$ cat src/rtl/rlpe_pkg.sv
// ----------------------------------------------------------------------------
// rlpe_pkg
// Shared types, constants and helpers of the RGB LED pulse encoder.
// ----------------------------------------------------------------------------
package rlpe_pkg;

    localparam int CHAN_W   = 8;
    localparam int TICK_W   = 15;
    localparam int WORD_W   = 3 * CHAN_W;
    localparam int PULSES   = WORD_W;
    localparam int CNT_W    = $clog2(PULSES + 1);
    localparam int CFG_IDX_W  = 3;
    localparam int CFG_DATA_W = TICK_W;

    localparam int QUEUE_DEPTH_DEFAULT = 2;

    // register indexes
    localparam logic [CFG_IDX_W-1:0] REG_BRIGHTNESS = 3'd0;
    localparam logic [CFG_IDX_W-1:0] REG_ZERO_HIGH  = 3'd1;
    localparam logic [CFG_IDX_W-1:0] REG_ZERO_LOW   = 3'd2;
    localparam logic [CFG_IDX_W-1:0] REG_ONE_HIGH   = 3'd3;
    localparam logic [CFG_IDX_W-1:0] REG_ONE_LOW    = 3'd4;
    localparam logic [CFG_IDX_W-1:0] REG_LATCH      = 3'd5;

    // reset values
    localparam logic [CHAN_W-1:0] BRIGHTNESS_RST = 8'd255;
    localparam logic [TICK_W-1:0] ZERO_HIGH_RST  = 15'd16;
    localparam logic [TICK_W-1:0] ZERO_LOW_RST   = 15'd34;
    localparam logic [TICK_W-1:0] ONE_HIGH_RST   = 15'd32;
    localparam logic [TICK_W-1:0] ONE_LOW_RST    = 15'd18;
    localparam logic [TICK_W-1:0] LATCH_RST      = 15'd2000;

    typedef struct packed {
        logic [TICK_W-1:0] zero_high;
        logic [TICK_W-1:0] zero_low;
        logic [TICK_W-1:0] one_high;
        logic [TICK_W-1:0] one_low;
        logic [TICK_W-1:0] latch;
    } t_tick_cfg;

    // scaled pixel in wire order: green, red, blue, msb first
    typedef struct packed {
        logic [WORD_W-1:0] bits;
        logic              last;
    } t_pixel;

    // exact floor(p / 255) for any product of two bytes
    function automatic logic [CHAN_W-1:0] div255(input logic [2*CHAN_W-1:0] p);
        logic [2*CHAN_W:0] s;
        s = {1'b0, p} + {9'd0, p[2*CHAN_W-1:CHAN_W]} + 17'd1;
        return s[2*CHAN_W-1:CHAN_W];
    endfunction

endpackage

$ cat src/rtl/rlpe_front.sv
// ----------------------------------------------------------------------------
// rlpe_front
// Accepts pixels, scales each channel by brightness and packs the word.
// ----------------------------------------------------------------------------
module rlpe_front (
    input  logic                         i_clk,
    input  logic                         i_rst_n,
    input  logic [rlpe_pkg::CHAN_W-1:0]  i_brightness,
    input  logic                         i_valid,
    output logic                         o_ready,
    input  logic [rlpe_pkg::CHAN_W-1:0]  i_red,
    input  logic [rlpe_pkg::CHAN_W-1:0]  i_green,
    input  logic [rlpe_pkg::CHAN_W-1:0]  i_blue,
    input  logic                         i_last_pixel,
    output logic                         o_push,
    output rlpe_pkg::t_pixel             o_pixel,
    input  logic                         i_q_ready
);
    import rlpe_pkg::*;

    logic                  r_valid;
    logic [2*CHAN_W-1:0]   r_prod_r, r_prod_g, r_prod_b;
    logic                  r_last;
    logic                  accept;

    assign o_ready = !r_valid || i_q_ready;
    assign accept  = i_valid && o_ready;

    // products are registered; the /255 runs on the way into the queue
    always_ff @(posedge i_clk) begin
        if (!i_rst_n) begin
            r_valid <= 1'b0;
        end else if (o_ready) begin
            r_valid <= i_valid;
        end
    end

    always_ff @(posedge i_clk) begin
        if (accept) begin
            r_prod_r <= i_red   * i_brightness;
            r_prod_g <= i_green * i_brightness;
            r_prod_b <= i_blue  * i_brightness;
            r_last   <= i_last_pixel;
        end
    end

    assign o_push      = r_valid && i_q_ready;
    assign o_pixel.bits = {div255(r_prod_g), div255(r_prod_r), div255(r_prod_b)};
    assign o_pixel.last = r_last;

endmodule

$ cat src/rtl/rlpe_queue.sv
// ----------------------------------------------------------------------------
// rlpe_queue
// Short FIFO of packed pixel words between front and back.
// ----------------------------------------------------------------------------
module rlpe_queue #(
    parameter int DEPTH = rlpe_pkg::QUEUE_DEPTH_DEFAULT
) (
    input  logic              i_clk,
    input  logic              i_rst_n,
    input  logic              i_push,
    input  rlpe_pkg::t_pixel  i_pixel,
    output logic              o_ready,
    input  logic              i_pop,
    output rlpe_pkg::t_pixel  o_pixel,
    output logic              o_valid
);
    import rlpe_pkg::*;

    localparam int PTR_W = (DEPTH > 1) ? $clog2(DEPTH) : 1;
    localparam int CNT_QW = $clog2(DEPTH + 1);
    localparam logic [PTR_W-1:0]  LAST_PTR = PTR_W'(DEPTH - 1);
    localparam logic [CNT_QW-1:0] FULL_CNT = CNT_QW'(DEPTH);

    t_pixel             r_mem [DEPTH];
    logic [PTR_W-1:0]   r_wr_ptr, r_rd_ptr;
    logic [CNT_QW-1:0]  r_count;
    logic               do_push, do_pop;

    assign o_ready = (r_count != FULL_CNT);
    assign o_valid = (r_count != '0);
    assign do_push = i_push && o_ready;
    assign do_pop  = i_pop && o_valid;
    assign o_pixel = r_mem[r_rd_ptr];

    always_ff @(posedge i_clk) begin
        if (!i_rst_n) begin
            r_wr_ptr <= '0;
            r_rd_ptr <= '0;
            r_count  <= '0;
        end else begin
            if (do_push) begin
                r_wr_ptr <= (r_wr_ptr == LAST_PTR) ? '0 : r_wr_ptr + 1'b1;
            end
            if (do_pop) begin
                r_rd_ptr <= (r_rd_ptr == LAST_PTR) ? '0 : r_rd_ptr + 1'b1;
            end
            if (do_push && !do_pop) begin
                r_count <= r_count + 1'b1;
            end else if (do_pop && !do_push) begin
                r_count <= r_count - 1'b1;
            end
        end
    end

    always_ff @(posedge i_clk) begin
        if (do_push) begin
            r_mem[r_wr_ptr] <= i_pixel;
        end
    end

endmodule

$ cat src/rtl/rlpe_back.sv
// ----------------------------------------------------------------------------
// rlpe_back
// Serializes a pixel word into pulse words, plus the latch word on the last.
// ----------------------------------------------------------------------------
module rlpe_back (
    input  logic                         i_clk,
    input  logic                         i_rst_n,
    input  rlpe_pkg::t_tick_cfg          i_ticks,
    input  logic                         i_q_valid,
    input  rlpe_pkg::t_pixel             i_pixel,
    output logic                         o_pop,
    output logic                         o_valid,
    input  logic                         i_ready,
    output logic                         o_first_level,
    output logic [rlpe_pkg::TICK_W-1:0]  o_first_ticks,
    output logic                         o_second_level,
    output logic [rlpe_pkg::TICK_W-1:0]  o_second_ticks,
    output logic                         o_last_item
);
    import rlpe_pkg::*;

    localparam logic [CNT_W-1:0] LAST_BIT = CNT_W'(PULSES - 1);
    localparam logic [CNT_W-1:0] LATCH    = CNT_W'(PULSES);

    logic               r_busy;
    logic [WORD_W-1:0]  r_bits;
    logic               r_last;
    logic [CNT_W-1:0]   r_cnt;
    logic               r_out_valid;
    logic               r_first_level;
    logic [TICK_W-1:0]  r_first_ticks;
    logic [TICK_W-1:0]  r_second_ticks;
    logic               r_last_item;

    logic               load, finishing, cur_bit, is_latch, fin_item;

    assign load      = r_busy && (!r_out_valid || i_ready);
    assign is_latch  = (r_cnt == LATCH);
    assign fin_item  = is_latch || ((r_cnt == LAST_BIT) && !r_last);
    assign finishing = load && fin_item;
    assign o_pop     = i_q_valid && (!r_busy || finishing);
    assign cur_bit   = r_bits[WORD_W-1];

    always_ff @(posedge i_clk) begin
        if (!i_rst_n) begin
            r_busy      <= 1'b0;
            r_out_valid <= 1'b0;
        end else begin
            if (o_pop) begin
                r_busy <= 1'b1;
            end else if (finishing) begin
                r_busy <= 1'b0;
            end
            if (load) begin
                r_out_valid <= 1'b1;
            end else if (i_ready) begin
                r_out_valid <= 1'b0;
            end
        end
    end

    // word held msb first; shift left per pulse
    always_ff @(posedge i_clk) begin
        if (o_pop) begin
            r_bits <= i_pixel.bits;
            r_last <= i_pixel.last;
            r_cnt  <= '0;
        end else if (load) begin
            r_bits <= {r_bits[WORD_W-2:0], 1'b0};
            r_cnt  <= r_cnt + 1'b1;
        end
    end

    always_ff @(posedge i_clk) begin
        if (load) begin
            r_last_item <= fin_item;
            if (is_latch) begin
                r_first_level  <= 1'b0;
                r_first_ticks  <= i_ticks.latch;
                r_second_ticks <= '0;
            end else begin
                r_first_level  <= 1'b1;
                r_first_ticks  <= cur_bit ? i_ticks.one_high : i_ticks.zero_high;
                r_second_ticks <= cur_bit ? i_ticks.one_low  : i_ticks.zero_low;
            end
        end
    end

    assign o_valid        = r_out_valid;
    assign o_first_level  = r_first_level;
    assign o_first_ticks  = r_first_ticks;
    assign o_second_level = 1'b0;
    assign o_second_ticks = r_second_ticks;
    assign o_last_item    = r_last_item;

endmodule

$ cat src/rtl/rgb_led_pulse_encoder.sv
// ----------------------------------------------------------------------------
// rgb_led_pulse_encoder
// Pixel to pulse-word encoder for a single-wire serial RGB LED strip.
// ----------------------------------------------------------------------------
// Each accepted pixel is scaled by brightness, sent green-red-blue msb first
// as 24 pulse words, and followed by one latch word when marked last. The
// output serializer produces one word per cycle unless the receiver stalls
// or the queue is empty. The front scales the next pixel meanwhile, and
// the queue of QUEUE_DEPTH words lets the input run ahead. Products pass a
// register, the queue and the serializer to a registered output word. The
// config port is always ready; write registers only while the block is idle.
module rgb_led_pulse_encoder #(
    parameter int QUEUE_DEPTH = rlpe_pkg::QUEUE_DEPTH_DEFAULT
) (
    input  logic                             i_clk,
    input  logic                             i_rst_n,
    input  logic                             i_cfg_valid,
    output logic                             o_cfg_ready,
    input  logic [rlpe_pkg::CFG_IDX_W-1:0]   i_cfg_index,
    input  logic [rlpe_pkg::CFG_DATA_W-1:0]  i_cfg_data,
    input  logic                             i_valid,
    output logic                             o_ready,
    input  logic [rlpe_pkg::CHAN_W-1:0]      i_red,
    input  logic [rlpe_pkg::CHAN_W-1:0]      i_green,
    input  logic [rlpe_pkg::CHAN_W-1:0]      i_blue,
    input  logic                             i_last_pixel,
    output logic                             o_valid,
    input  logic                             i_ready,
    output logic                             o_first_level,
    output logic [rlpe_pkg::TICK_W-1:0]      o_first_ticks,
    output logic                             o_second_level,
    output logic [rlpe_pkg::TICK_W-1:0]      o_second_ticks,
    output logic                             o_last_item
);
    import rlpe_pkg::*;

    logic [CHAN_W-1:0] r_brightness;
    t_tick_cfg         r_ticks;
    logic              front_push, q_ready, q_valid, q_pop;
    t_pixel            front_pixel, q_pixel;

    assign o_cfg_ready = 1'b1;

    always_ff @(posedge i_clk) begin
        if (!i_rst_n) begin
            r_brightness      <= BRIGHTNESS_RST;
            r_ticks.zero_high <= ZERO_HIGH_RST;
            r_ticks.zero_low  <= ZERO_LOW_RST;
            r_ticks.one_high  <= ONE_HIGH_RST;
            r_ticks.one_low   <= ONE_LOW_RST;
            r_ticks.latch     <= LATCH_RST;
        end else if (i_cfg_valid) begin
            case (i_cfg_index)
                REG_BRIGHTNESS: r_brightness      <= i_cfg_data[CHAN_W-1:0];
                REG_ZERO_HIGH:  r_ticks.zero_high <= i_cfg_data;
                REG_ZERO_LOW:   r_ticks.zero_low  <= i_cfg_data;
                REG_ONE_HIGH:   r_ticks.one_high  <= i_cfg_data;
                REG_ONE_LOW:    r_ticks.one_low   <= i_cfg_data;
                REG_LATCH:      r_ticks.latch     <= i_cfg_data;
                default: begin
                end
            endcase
        end
    end

    rlpe_front u_front (
        .i_clk        (i_clk),
        .i_rst_n      (i_rst_n),
        .i_brightness (r_brightness),
        .i_valid      (i_valid),
        .o_ready      (o_ready),
        .i_red        (i_red),
        .i_green      (i_green),
        .i_blue       (i_blue),
        .i_last_pixel (i_last_pixel),
        .o_push       (front_push),
        .o_pixel      (front_pixel),
        .i_q_ready    (q_ready)
    );

    rlpe_queue #(
        .DEPTH (QUEUE_DEPTH)
    ) u_queue (
        .i_clk   (i_clk),
        .i_rst_n (i_rst_n),
        .i_push  (front_push),
        .i_pixel (front_pixel),
        .o_ready (q_ready),
        .i_pop   (q_pop),
        .o_pixel (q_pixel),
        .o_valid (q_valid)
    );

    rlpe_back u_back (
        .i_clk          (i_clk),
        .i_rst_n        (i_rst_n),
        .i_ticks        (r_ticks),
        .i_q_valid      (q_valid),
        .i_pixel        (q_pixel),
        .o_pop          (q_pop),
        .o_valid        (o_valid),
        .i_ready        (i_ready),
        .o_first_level  (o_first_level),
        .o_first_ticks  (o_first_ticks),
        .o_second_level (o_second_level),
        .o_second_ticks (o_second_ticks),
        .o_last_item    (o_last_item)
    );

endmodule

$ cat config.mk
export PLATFORM = sky130hd
export DESIGN_NAME = rgb_led_pulse_encoder
export DESIGN_NICKNAME = d
export VERILOG_FILES = /design/src/rtl/rlpe_pkg.sv /design/src/rtl/rlpe_front.sv /design/src/rtl/rlpe_queue.sv /design/src/rtl/rlpe_back.sv /design/src/rtl/rgb_led_pulse_encoder.sv
export SDC_FILE = /design/constraint.sdc
export NUM_CORES = 1
export LEC_CHECK = 0
export BUFFER_PORTS_ARGS = -buffer_cell sky130_fd_sc_hd__buf_2
export CAP_MARGIN = 10
export CELL_PAD_IN_SITES_DETAIL_PLACEMENT = 0
export CELL_PAD_IN_SITES_GLOBAL_PLACEMENT = 1
export CORE_UTILIZATION = 35
export CTS_CLUSTER_DIAMETER = 40
export DETAILED_ROUTE_END_ITERATION = 12
export GPL_TIMING_DRIVEN = 0
export PLACE_DENSITY = 0.57
export SYNTH_ARGS = -nofsm -noshare
export SYNTH_HDL_FRONTEND = slang
export SYNTH_SLANG_ARGS = --single-unit
$ cat constraint.sdc
create_clock -name i_clk -period 7 [get_ports i_clk]
set_input_delay 1.75 -clock i_clk [delete_from_list [all_inputs] [get_ports i_clk]]
set_output_delay 1.75 -clock i_clk [all_outputs]
set_load 0.1 [all_outputs]
==> flow_summary.toml, run 1 <==
[floorplanning]
start_util_pct = 35.5
io_pins = 84
die_h_um = 220
rows = 79
fp.dieW_um = 220
design.die.area_um2 = 48200
core_area_um2 = 46700

[worst_hold_path]
worstHoldPathCells = 2
hp-class = "reg -> reg"

[yosys]
synth_area_um2 = 16600
syn-instance-count = 1612
ys_seq_elements = 252
synthArstFlopShare_pct = 0
synth.yosys.seq_area_share_pct = 39.9
synth.distinct_cells = 58
synth_top_cell_by_area = "edfxtp_1"
avgSynthCellArea_um2 = 10.3
synth_edf_count = 156
synthesis.nets = 1900
synth_top_area_share_pct = 28.3
synthTopCellsByArea = "edfxtp_1 (28%), fa_1 (13%), dfxtp_1 (12%), ha_1 (10%), and2_1 (6.3%)"
yosysWarnings = 0
dominantRegCellSynth = "edfxtp_1"

[job]
max_cap_viol_count = 0

[place]
gp_congestion = 0.767
portBuffers = 80
hpwl_um = 29500

[routing]
wl_per_cell_um = 16.5
drc = 20
highest_layer = "met4"
drt_first_pass_iters = 8
met1Wirelength_um = 18600
routed-wl-met2_um = 18800
drt-initial-drc-count = 498
wl_met3_um = 1120
drt_wl_total_um = 39200
avgViaCountPerCell = 4.76
ant_nets = 0
route.vias.total = 11320

[critical_path]
critPathMaxStageDelay_ns = 0.53
path_class = "in -> reg"
critPathCaptureType = "flop"
crit_slowest_cell = "fa_1"
critPathCapture = "u_front.r_prod_b[15]"
cp_cell_sequence = "buf_2 -> and2_1 -> fa_1 -> inv_1 -> fa_1 -> inv_1 -> fa_1 -> inv_1 -> fa_1 -> inv_1 -> ha_1 -> o21ai_0 -> a21oi_1 -> o41ai_4 -> nor2_1 -> a311oi_1"
cp_max_fo = 8
r2r_end = "u_front.r_prod_b[15]"
critical_path_depth = 16
required_ns = 7.25
worst-r2r-cell-count = 15
startpoint_type = "input port"
worst_path_dominant_cell_family = "adder cells"
rr_startpoint = "r_brightness[5]"
crit_arrival_ns = 5.94
critPathLaunch = "i_blue[5]"
cp.buffers_inverters = 5
r2r_slack_ns = 1.66

[sta]
setup_tns_ns = 0
layout_worst_path_cycle_share_pct = 81.3
worst_clock_skew_ns = 0.0288
fin_crit_ns = 5.69
hold_violations = 0
setup_violations = 0
tightest_slew_ns = 0.865
rsz0062_at_grt = "false"
fmax_ghz = 0.176
relSlewSlack_pct = 42.3
drv_slew = 0

[clocking]
clk_pin_slew_worst_paths_ns = 0.05
cts_max_path_buffers = 3
post_cts_buffers = 0
clock_latency_ns = 0.53
cts_resized = 0
clock-sinks = 252
htreeDepth = 2
cts_made_buffers = 40
cts-root-buf = "clkbuf_16"
cts_hold_buf = 0
cts_tree = "yes"

[pwr]
internal_power_w = 0.00499
seqPwrFrac_pct = 28.9
p_clk_share_pct = 21.6
combPwrFrac_pct = 49.5
swShare_pct = 40.9
leakagePower_nw = 8.07
power.total_w = 0.00845
ir_drop_uv = 172
power_density_nw_per_um2 = 443
p_sw_w = 0.00345

[global_routing]
grt_usage_pct = 16.9
antenna_found_initial = 0
grt_pass1_vias = 11699
grt_first_pass_wirelength_um = 63200
grt_max_degree = 33
overflow = 0

[layout]
drive_gt1_share_pct = 10.3
area_growth_syn_to_layout_pct = 15.1
final_nets = 2026
n_antenna_cell = 0

[outcome]
status = "complete, but fails checks"
failed_checks = "design-rule violations"
[power by group through the flow]
| stage | logic (W) | registers [W] | clock network (W) |
|---|---|---|---|
| after floorplan | 0.00289 | 0.00275 | 0 |
| after global placement | 0.00418 | 0.00247 | 0 |
| after detailed placement | 0.00421 | 0.00247 | 0 |
| after CTS | 0.00424 | 0.00245 | 0.00187 |
| after global routing | 0.00476 | 0.00248 | 0.00193 |
| final | 0.00418 | 0.00244 | 0.00183 |
[cell usage in the layout (no fill, tap or decap), types with 11 or more instances in the layout]
cell type / netlist / final
nand2_1: 238 / 238
inv_1: 168 / 168
and2_1: 167 / 166
edfxtp_1: 156 / 156
ha_1: 132 / 132
fa_1: 108 / 108
dfxtp_1: 96 / 96
buf_2: 10 / 90
nor2_1: 73 / 72
a21boi_0: 66 / 66
mux2i_1: 54 / 54
clkbuf_1: 46 / 50
a21oi_1: 50 / 50
xnor2_1: 44 / 44
clkbuf_16: 0 / 41
nand3_1: 33 / 33
o21ai_0: 28 / 28
xor2_1: 18 / 18
a21o_1: 13 / 13
nand2b_1: 11 / 11
[routing by layer]
layer / global-route usage [%] / up-vias
li1: - / 5584
met1: 22.6 / 5551
met2: 29.0 / 138
met3: 2.08 / 47
met4: 4.10 / 0
met5: 0 / -
[stage by stage]
step                      instances  utilization, %  hold WS (ns)  setup WS [ns]  area, um2
after floorplan                1612               -         0.421           1.44      16600
after global placement         2299            38.0         0.433          0.730      17700
after detailed placement       2302            38.1         0.444          0.710      17800
after CTS                      2375            40.8         0.464           1.26      19000
after global routing           2376            40.9         0.481          0.979      19100
final                          2376            40.9         0.461           1.31      19100
[layout make-up]
type	count	area [um2]
fill	4676	27600
multi-input combinational	1129	9060
sequential	252	6610
clock buffer	47	1060
tap	607	759
inverter	169	634
timing repair buffer	84	495
buffer	62	265
clock inverter	26	180
[worst reg2reg max path, delay by kind of cell (launching register included)]
family | cells | cell delay [ns]
and+or+nand+nor | 2 | 0.27
AOI/OAI and AO/OA | 4 | 1.23
adders and majority gates | 5 | 2.28
DFF | 1 | 0.54
buffers and inverters | 4 | 0.75
[cell families (layout without fill, tap and decap cells)]
group	count (synthesis)	count (layout)	synth area share [%]
muxes	55	55	3.33
DFF	252	252	39.9
AOI/OAI and AO/OA	206	206	8.55
and+or+nand+nor	564	564	16.4
buffers and inverters	231	388	5.42
other	2	2	0.0454
xor gates and xnor gates	62	62	3.28
adders and majority gates	240	240	23.0
[registers in the layout, indices dropped and copies added, names as in the netlist, named ones only]
name                   cells
u_back.o_first_level       1
u_back.r_last              1
u_queue.r_count            2
u_back.r_bits             24
u_front.r_last             1
u_front.r_valid            1
u_front.r_prod_b          16
u_back.o_first_ticks      15
r_brightness               8
u_back.o_last_item         1
r_ticks                   75
u_back.o_valid             1
u_queue.r_mem             50
u_back.o_second_ticks     15
u_front.r_prod_r          16
u_queue.r_wr_ptr           1
u_back.r_cnt               5
u_back.r_busy              1
u_front.r_prod_g          16
u_queue.r_rd_ptr           1
[how the worst min path moves through the flow]
stage / startpoint / to
after detailed placement: u_front.r_last / u_queue.r_mem[1][0]
final: r_ticks[2] / r_ticks[2]
after CTS: r_ticks[1] / r_ticks[1]
after floorplan: u_front.r_last / u_queue.r_mem[0][0]
after global placement: u_front.r_last / u_queue.r_mem[1][0]
after global routing: r_ticks[5] / r_ticks[5]
[synthesized netlist by cell type, types with 2 or more instances]
master / number
nand2_1: 238
inv_1: 168
and2_1: 167
edfxtp_1: 156
ha_1: 132
fa_1: 108
dfxtp_1: 96
nor2_1: 73
a21boi_0: 66
mux2i_1: 54
a21oi_1: 50
clkbuf_1: 46
xnor2_1: 44
nand3_1: 33
o21ai_0: 28
xor2_1: 18
a21o_1: 13
nand2b_1: 11
buf_2: 10
and3_1: 9
nor2b_1: 9
nor3_1: 9
o21ai_1: 9
nand4_1: 6
a31oi_1: 5
buf_4: 5
o21a_1: 5
o21bai_1: 5
o211ai_1: 4
a211oi_2: 2
a21boi_1: 2
a221oi_2: 2
conb_1: 2
o21ai_2: 2
o41ai_2: 2
Note: power is estimated with default switching activity, not from simulation.
==> inputs of run 2 (changes only) <==
ABC_AREA = 1   (was not set)
PLACE_DENSITY = 0.6   (was 0.57)
clock period = 5.5 ns   (was 7 ns; I/O delays follow)
==> flow_summary.toml, run 2 <==
[outcome]
status = "finished, final reports clean"

[sta]
fin_crit_ns = 5.06
layout_worst_path_cycle_share_pct = 92.0
tightest_slew_ns = 1.03
fmax_ghz = 0.198
hold_violations = 0
worst_clock_skew_ns = 0.0207
relSlewSlack_pct = 31.1
setup_tns_ns = 0
rsz0062_at_grt = "false"
setup_violations = 0
drv_slew = 0

[layout]
drive_gt1_share_pct = 7.90
n_antenna_cell = 0
final_nets = 2579
seqCellArea_um2 = 6610
regMostFlops = "r_ticks"
layoutNonFillerInstCount = 2987
reg_top3 = "r_ticks (75), u_queue.r_mem (50), u_back.r_bits (24)"
area_growth_syn_to_layout_pct = 12.6
largest_reg_flops = 75
fillers = 5154
multi_input_area_um2 = 9240
final_common_cell = "nand2_1"
final_cell_mix = "nand2_1 (585), inv_1 (415), nor2_1 (222), edfxtp_1 (156), ha_1 (132)"
final_area_um2 = 20100

[floorplanning]
rows = 82
fp.dieW_um = 228
die_h_um = 228
start_util_pct = 35.5
design.die.area_um2 = 51800
core_area_um2 = 50200
io_pins = 84

[critical_path]
required_ns = 5.82
cp_cell_sequence = "clkbuf_1 -> clkbuf_1 -> nand2_1 -> fa_1 -> fa_1 -> inv_1 -> fa_1 -> inv_1 -> fa_1 -> inv_1 -> ha_1 -> a21oi_1 -> o21ai_0 -> nand2_1 -> nand3_1 -> nand2_1 -> nand2_1"
critPathCaptureType = "flop"
crit_slowest_cell = "fa_1"
crit_arrival_ns = 5.38
cp_max_fo = 10
startpoint_type = "flop"
path_class = "reg -> reg"
critPathMaxStageDelay_ns = 0.55

[clocking]
cts_made_buffers = 31
clock_latency_ns = 0.58
clk_pin_slew_worst_paths_ns = 0.06
cts_hold_buf = 0
post_cts_buffers = 0
htreeDepth = 1
cts_resized = 0
cts_max_path_buffers = 3
clock-sinks = 252
cts_tree = "yes"
cts-root-buf = "clkbuf_16"

[pwr]
power_density_nw_per_um2 = 571
leakagePower_nw = 10.1
ir_drop_uv = 258

[global_routing]
grt_first_pass_wirelength_um = 71600
antenna_found_initial = 1
grt_max_degree = 38
overflow = 0
grt_pass1_vias = 13871
grt_usage_pct = 17.5

[yosys]
synth_top_area_share_pct = 26.3
synthTopCellsByArea = "edfxtp_1 (26%), nand2_1 (12%), fa_1 (12%), dfxtp_1 (11%), ha_1 (9.3%)"
avgSynthCellArea_um2 = 8.10
ys_seq_elements = 252
yosysMostFrequentCell = "nand2_1"
synth-xor-area-share_pct = 1.33
synth.distinct_cells = 40
dominantRegCellSynth = "edfxtp_1"
synth.yosys.seq_area_share_pct = 37.1
yosysWarnings = 0
synth_top_cell_by_area = "edfxtp_1"
synthSimpleGateAreaFrac_pct = 21.0
syn-instance-count = 2200
synth_area_um2 = 17800
synth_edf_count = 156
synth_adder_area_share_pct = 21.4
synth_compound_area_share_pct = 6.75
synthesis.nets = 2488
synthArstFlopShare_pct = 0
synth_mux_area_share_pct = 1.29
ys_top_cells_by_count = "nand2_1 (585), inv_1 (416), nor2_1 (224)"
synth_top_family_by_area = "adder cells"

[routing]
drt_first_pass_iters = 7
wl_per_cell_um = 14.6
drc = 0
drt-initial-drc-count = 691
route.vias.total = 13769
avgViaCountPerCell = 4.61
drt_wl_total_um = 43700
ant_nets = 0

[place]
dp_cells = 2930
hpwl_um = 34300
gp_congestion = 0.807
portBuffers = 57
placed_cell_area_um2 = 19000

[worst_hold_path]
hp-class = "reg -> reg"

[job]
max_cap_viol_count = 0
[run 2: cell families (layout without fill, tap and decap cells)]
family / after synthesis / count (layout)
DFF: 252 / 252
xor gates and xnor gates: 27 / 27
adders and majority gates: 240 / 240
and+or+nand+nor: 932 / 932
other: 2 / 2
buffers and inverters: 511 / 626
AOI/OAI and AO/OA: 213 / 213
muxes: 23 / 23
[run 2: final cells by class]
type	count	area share, %
Clock inverter	19	1.40
Timing Repair Buffer	58	1.52
Clock buffer	38	4.00
Buffer	88	2.03
Multi-Input combinational cell	1437	46.0
Tap cell	672	4.19
Sequential cell	252	32.9
Inverter	423	7.91
[run 2: critical path, delay by kind of cell (launching register included)]
kind | cells | cell delay [ns]
AO/OA/AOI/OAI | 2 | 0.41
adder cells (fa/ha/maj) | 5 | 2.50
buffers and inverters | 5 | 1.12
flip-flops | 1 | 0.30
AND/OR/NAND/NOR | 5 | 0.47
[run 2: final timing paths]
check | startpoint | endpoint | slack (ns) | depth (start not counted)
worst max-delay path | r_brightness[7] | u_front.r_prod_r[14] | 0.44 | 17
worst min register to register | r_ticks[19] | r_ticks[19] | 0.46 | 2
worst min-delay path | r_ticks[19] | r_ticks[19] | 0.46 | 2
worst max register to register | r_brightness[7] | u_front.r_prod_r[14] | 0.44 | 17
[run 2: per-stage QoR]
step / total power, W / hold slack, ns / worst slack (ns) / utilization (%)
2_1_floorplan: 0.00787 / 0.421 / 0.462 / -
5_1_grt: 0.0126 / 0.479 / 0.135 / 40.0
6_report: 0.0115 / 0.462 / 0.440 / 40.0
3_3_place_gp: 0.00943 / 0.439 / -0.0138 / 37.8
3_5_place_dp: 0.00946 / 0.448 / -0.00283 / 37.8
4_1_cts: 0.0116 / 0.464 / 0.347 / 40.0
[run 2: power breakdown]
group | total [W] | switching, W | internal, W
registers | 0.00316 | 0.000277 | 0.00288
logic | 0.00617 | 0.00412 | 0.00205
clock network | 0.00213 | 0.000832 | 0.00130
[run 2: routing by layer]
layer  global-route usage, %  up-vias  share of wire (%)
met1                    23.5     6512                 48
met4                    3.62        0                1.4
met5                       0        -                  0
met2                    30.3      214                 47
met3                    1.89       38                3.5
li1                        -     7005                  -
==> inputs of run 3 (changes only) <==
ABC_AREA = not set   (was 1)
PLACE_DENSITY = 0.57   (was 0.6)
==> flow_summary.toml, run 3 (synthesis results as in run 1) <==
[pwr]
power.total_w = 0.0108
power_density_nw_per_um2 = 564
ir_drop_uv = 219
leakagePower_nw = 8.08

[sta]
setup_tns_ns = 0
fmax_ghz = 0.192
fin_crit_ns = 5.21
tightest_slew_ns = 0.864
hold_ws_ns = 0.461
relSlewSlack_pct = 42.4
rsz0062_at_grt = "false"
drv_slew = 0
hold_violations = 0
setup_violations = 0
layout_worst_path_cycle_share_pct = 94.8
worst_clock_skew_ns = 0.0288

[critical_path]
crit_arrival_ns = 5.46
critPathCaptureType = "flop"
r2r_slack_ns = 0.40
path_class = "in -> reg"
required_ns = 5.74
startpoint_type = "input port"
cp_max_fo = 8

[layout]
final_cell_mix = "nand2_1 (238), inv_1 (168), and2_1 (166), edfxtp_1 (156), ha_1 (132)"
final_common_cell = "nand2_1"
reg_top3 = "r_ticks (75), u_queue.r_mem (50), u_back.r_bits (24)"
final_nets = 2026
seqCellArea_um2 = 6610
drive_gt1_share_pct = 10.5
final_util_pct = 40.9
final_area_um2 = 19100
multi_input_area_um2 = 9070
largest_reg_flops = 75
regMostFlops = "r_ticks"
n_antenna_cell = 0
fillers = 4674
area_growth_syn_to_layout_pct = 15.2

[routing]
drt_wl_total_um = 39200
drc = 20
ant_nets = 0
avgViaCountPerCell = 4.77
drt-initial-drc-count = 517
wl_per_cell_um = 16.5
route.vias.total = 11329
drt_first_pass_iters = 8

[floorplanning]
io_pins = 84
die_h_um = 220
core_area_um2 = 46700
design.die.area_um2 = 48200
start_util_pct = 35.5
rows = 79
fp.dieW_um = 220

[clocking]
clock-sinks = 252
clock_latency_ns = 0.53
htreeDepth = 2
cts_made_buffers = 40
cts-root-buf = "clkbuf_16"
cts_tree = "yes"
post_cts_buffers = 0
clk_pin_slew_worst_paths_ns = 0.05
cts_max_path_buffers = 3

[outcome]
status = "complete, but fails checks"
failed_checks = "design-rule violations"

[global_routing]
grt_pass1_vias = 11699
grt_max_degree = 33
grt_first_pass_wirelength_um = 63200
overflow = 0
grt_usage_pct = 16.9
antenna_found_initial = 0

[worst_hold_path]
hp-class = "reg -> reg"

[place]
gp_congestion = 0.767
portBuffers = 80
placed_cell_area_um2 = 17800
hpwl_um = 29500

[job]
max_cap_viol_count = 0
-- run 3: cell count changes in the layout (fill, tap and decap cells not counted), moves of 24 or more --
cell	before	now
nand2_1	585	238
a21boi_0	2	66
buf_2	65	90
nand3_1	78	33
a21oi_1	74	50
and2_1	1	166
o21ai_0	85	28
mux2i_1	23	54
nor2_1	222	72
inv_1	415	168
xnor2_1	12	44
-- run 3: per-layer routing --
layer | share of wire [%] | track usage, %
met1 | 47 | 22.6
met2 | 48 | 29.0
met3 | 2.8 | 2.08
met4 | 1.8 | 4.10
met5 | 0 | 0
-- run 3: path summary, 6_finish.rpt --
| check | start | end | cells after the start |
|---|---|---|---|
| worst max-delay path | i_blue[5] | u_front.r_prod_b[14] | 17 |
| worst min-delay path | r_ticks[2] | r_ticks[2] | 2 |
| worst max register to register | r_brightness[6] | u_front.r_prod_r[14] | 15 |
| worst min register to register | r_ticks[2] | r_ticks[2] | 2 |
-- run 3: critical path, cell delays in order --
cell and delay [ns]:
buf_2 0.16, and2_1 0.19, fa_1 0.53, inv_1 0.06, fa_1 0.53, inv_1 0.05
fa_1 0.48, inv_1 0.05, fa_1 0.47, inv_1 0.04, ha_1 0.31, o21ai_0 0.26
nand2b_1 0.09, a31oi_1 0.33, nor2_1 0.11, a221oi_2 0.26, xnor2_1 0.15
-- run 3: stage by stage --
| step | cells | setup slack (ns) |
|---|---|---|
| 2_1_floorplan | 1612 | 0.315 |
| 3_3_place_gp | 2299 | -0.395 |
| 3_5_place_dp | 2302 | -0.415 |
| 4_1_cts | 2375 | 0.0352 |
| 5_1_grt | 2376 | 0.0732 |
| 6_report | 2376 | 0.288 |
-- run 3: final cells by class --
type | instances | area share [%]
timing repair buffer | 84 | 2.60
inverter | 169 | 3.33
clock buffer | 47 | 5.55
clock inverter | 26 | 0.945
tap | 607 | 3.98
sequential | 252 | 34.6
multi-input combinational | 1129 | 47.6
buffer | 62 | 1.41
-- run 3: power by group --
part	switching [W]	total (W)	internal, W	leakage, nW
registers	0.000239	0.00310	0.00286	2.26
clock network	0.000927	0.00232	0.00140	0.604
logic	0.00323	0.00533	0.00210	5.22
total	0.00440	0.0108	0.00636	8.08
-- run 3: repair_timing --
item                                   in CTS  in global routing
gates resized for setup                     0                  7
endpoints found under the hold margin       0                  0
setup endpoints to repair                   0                  5
hold buffers                                0                  0
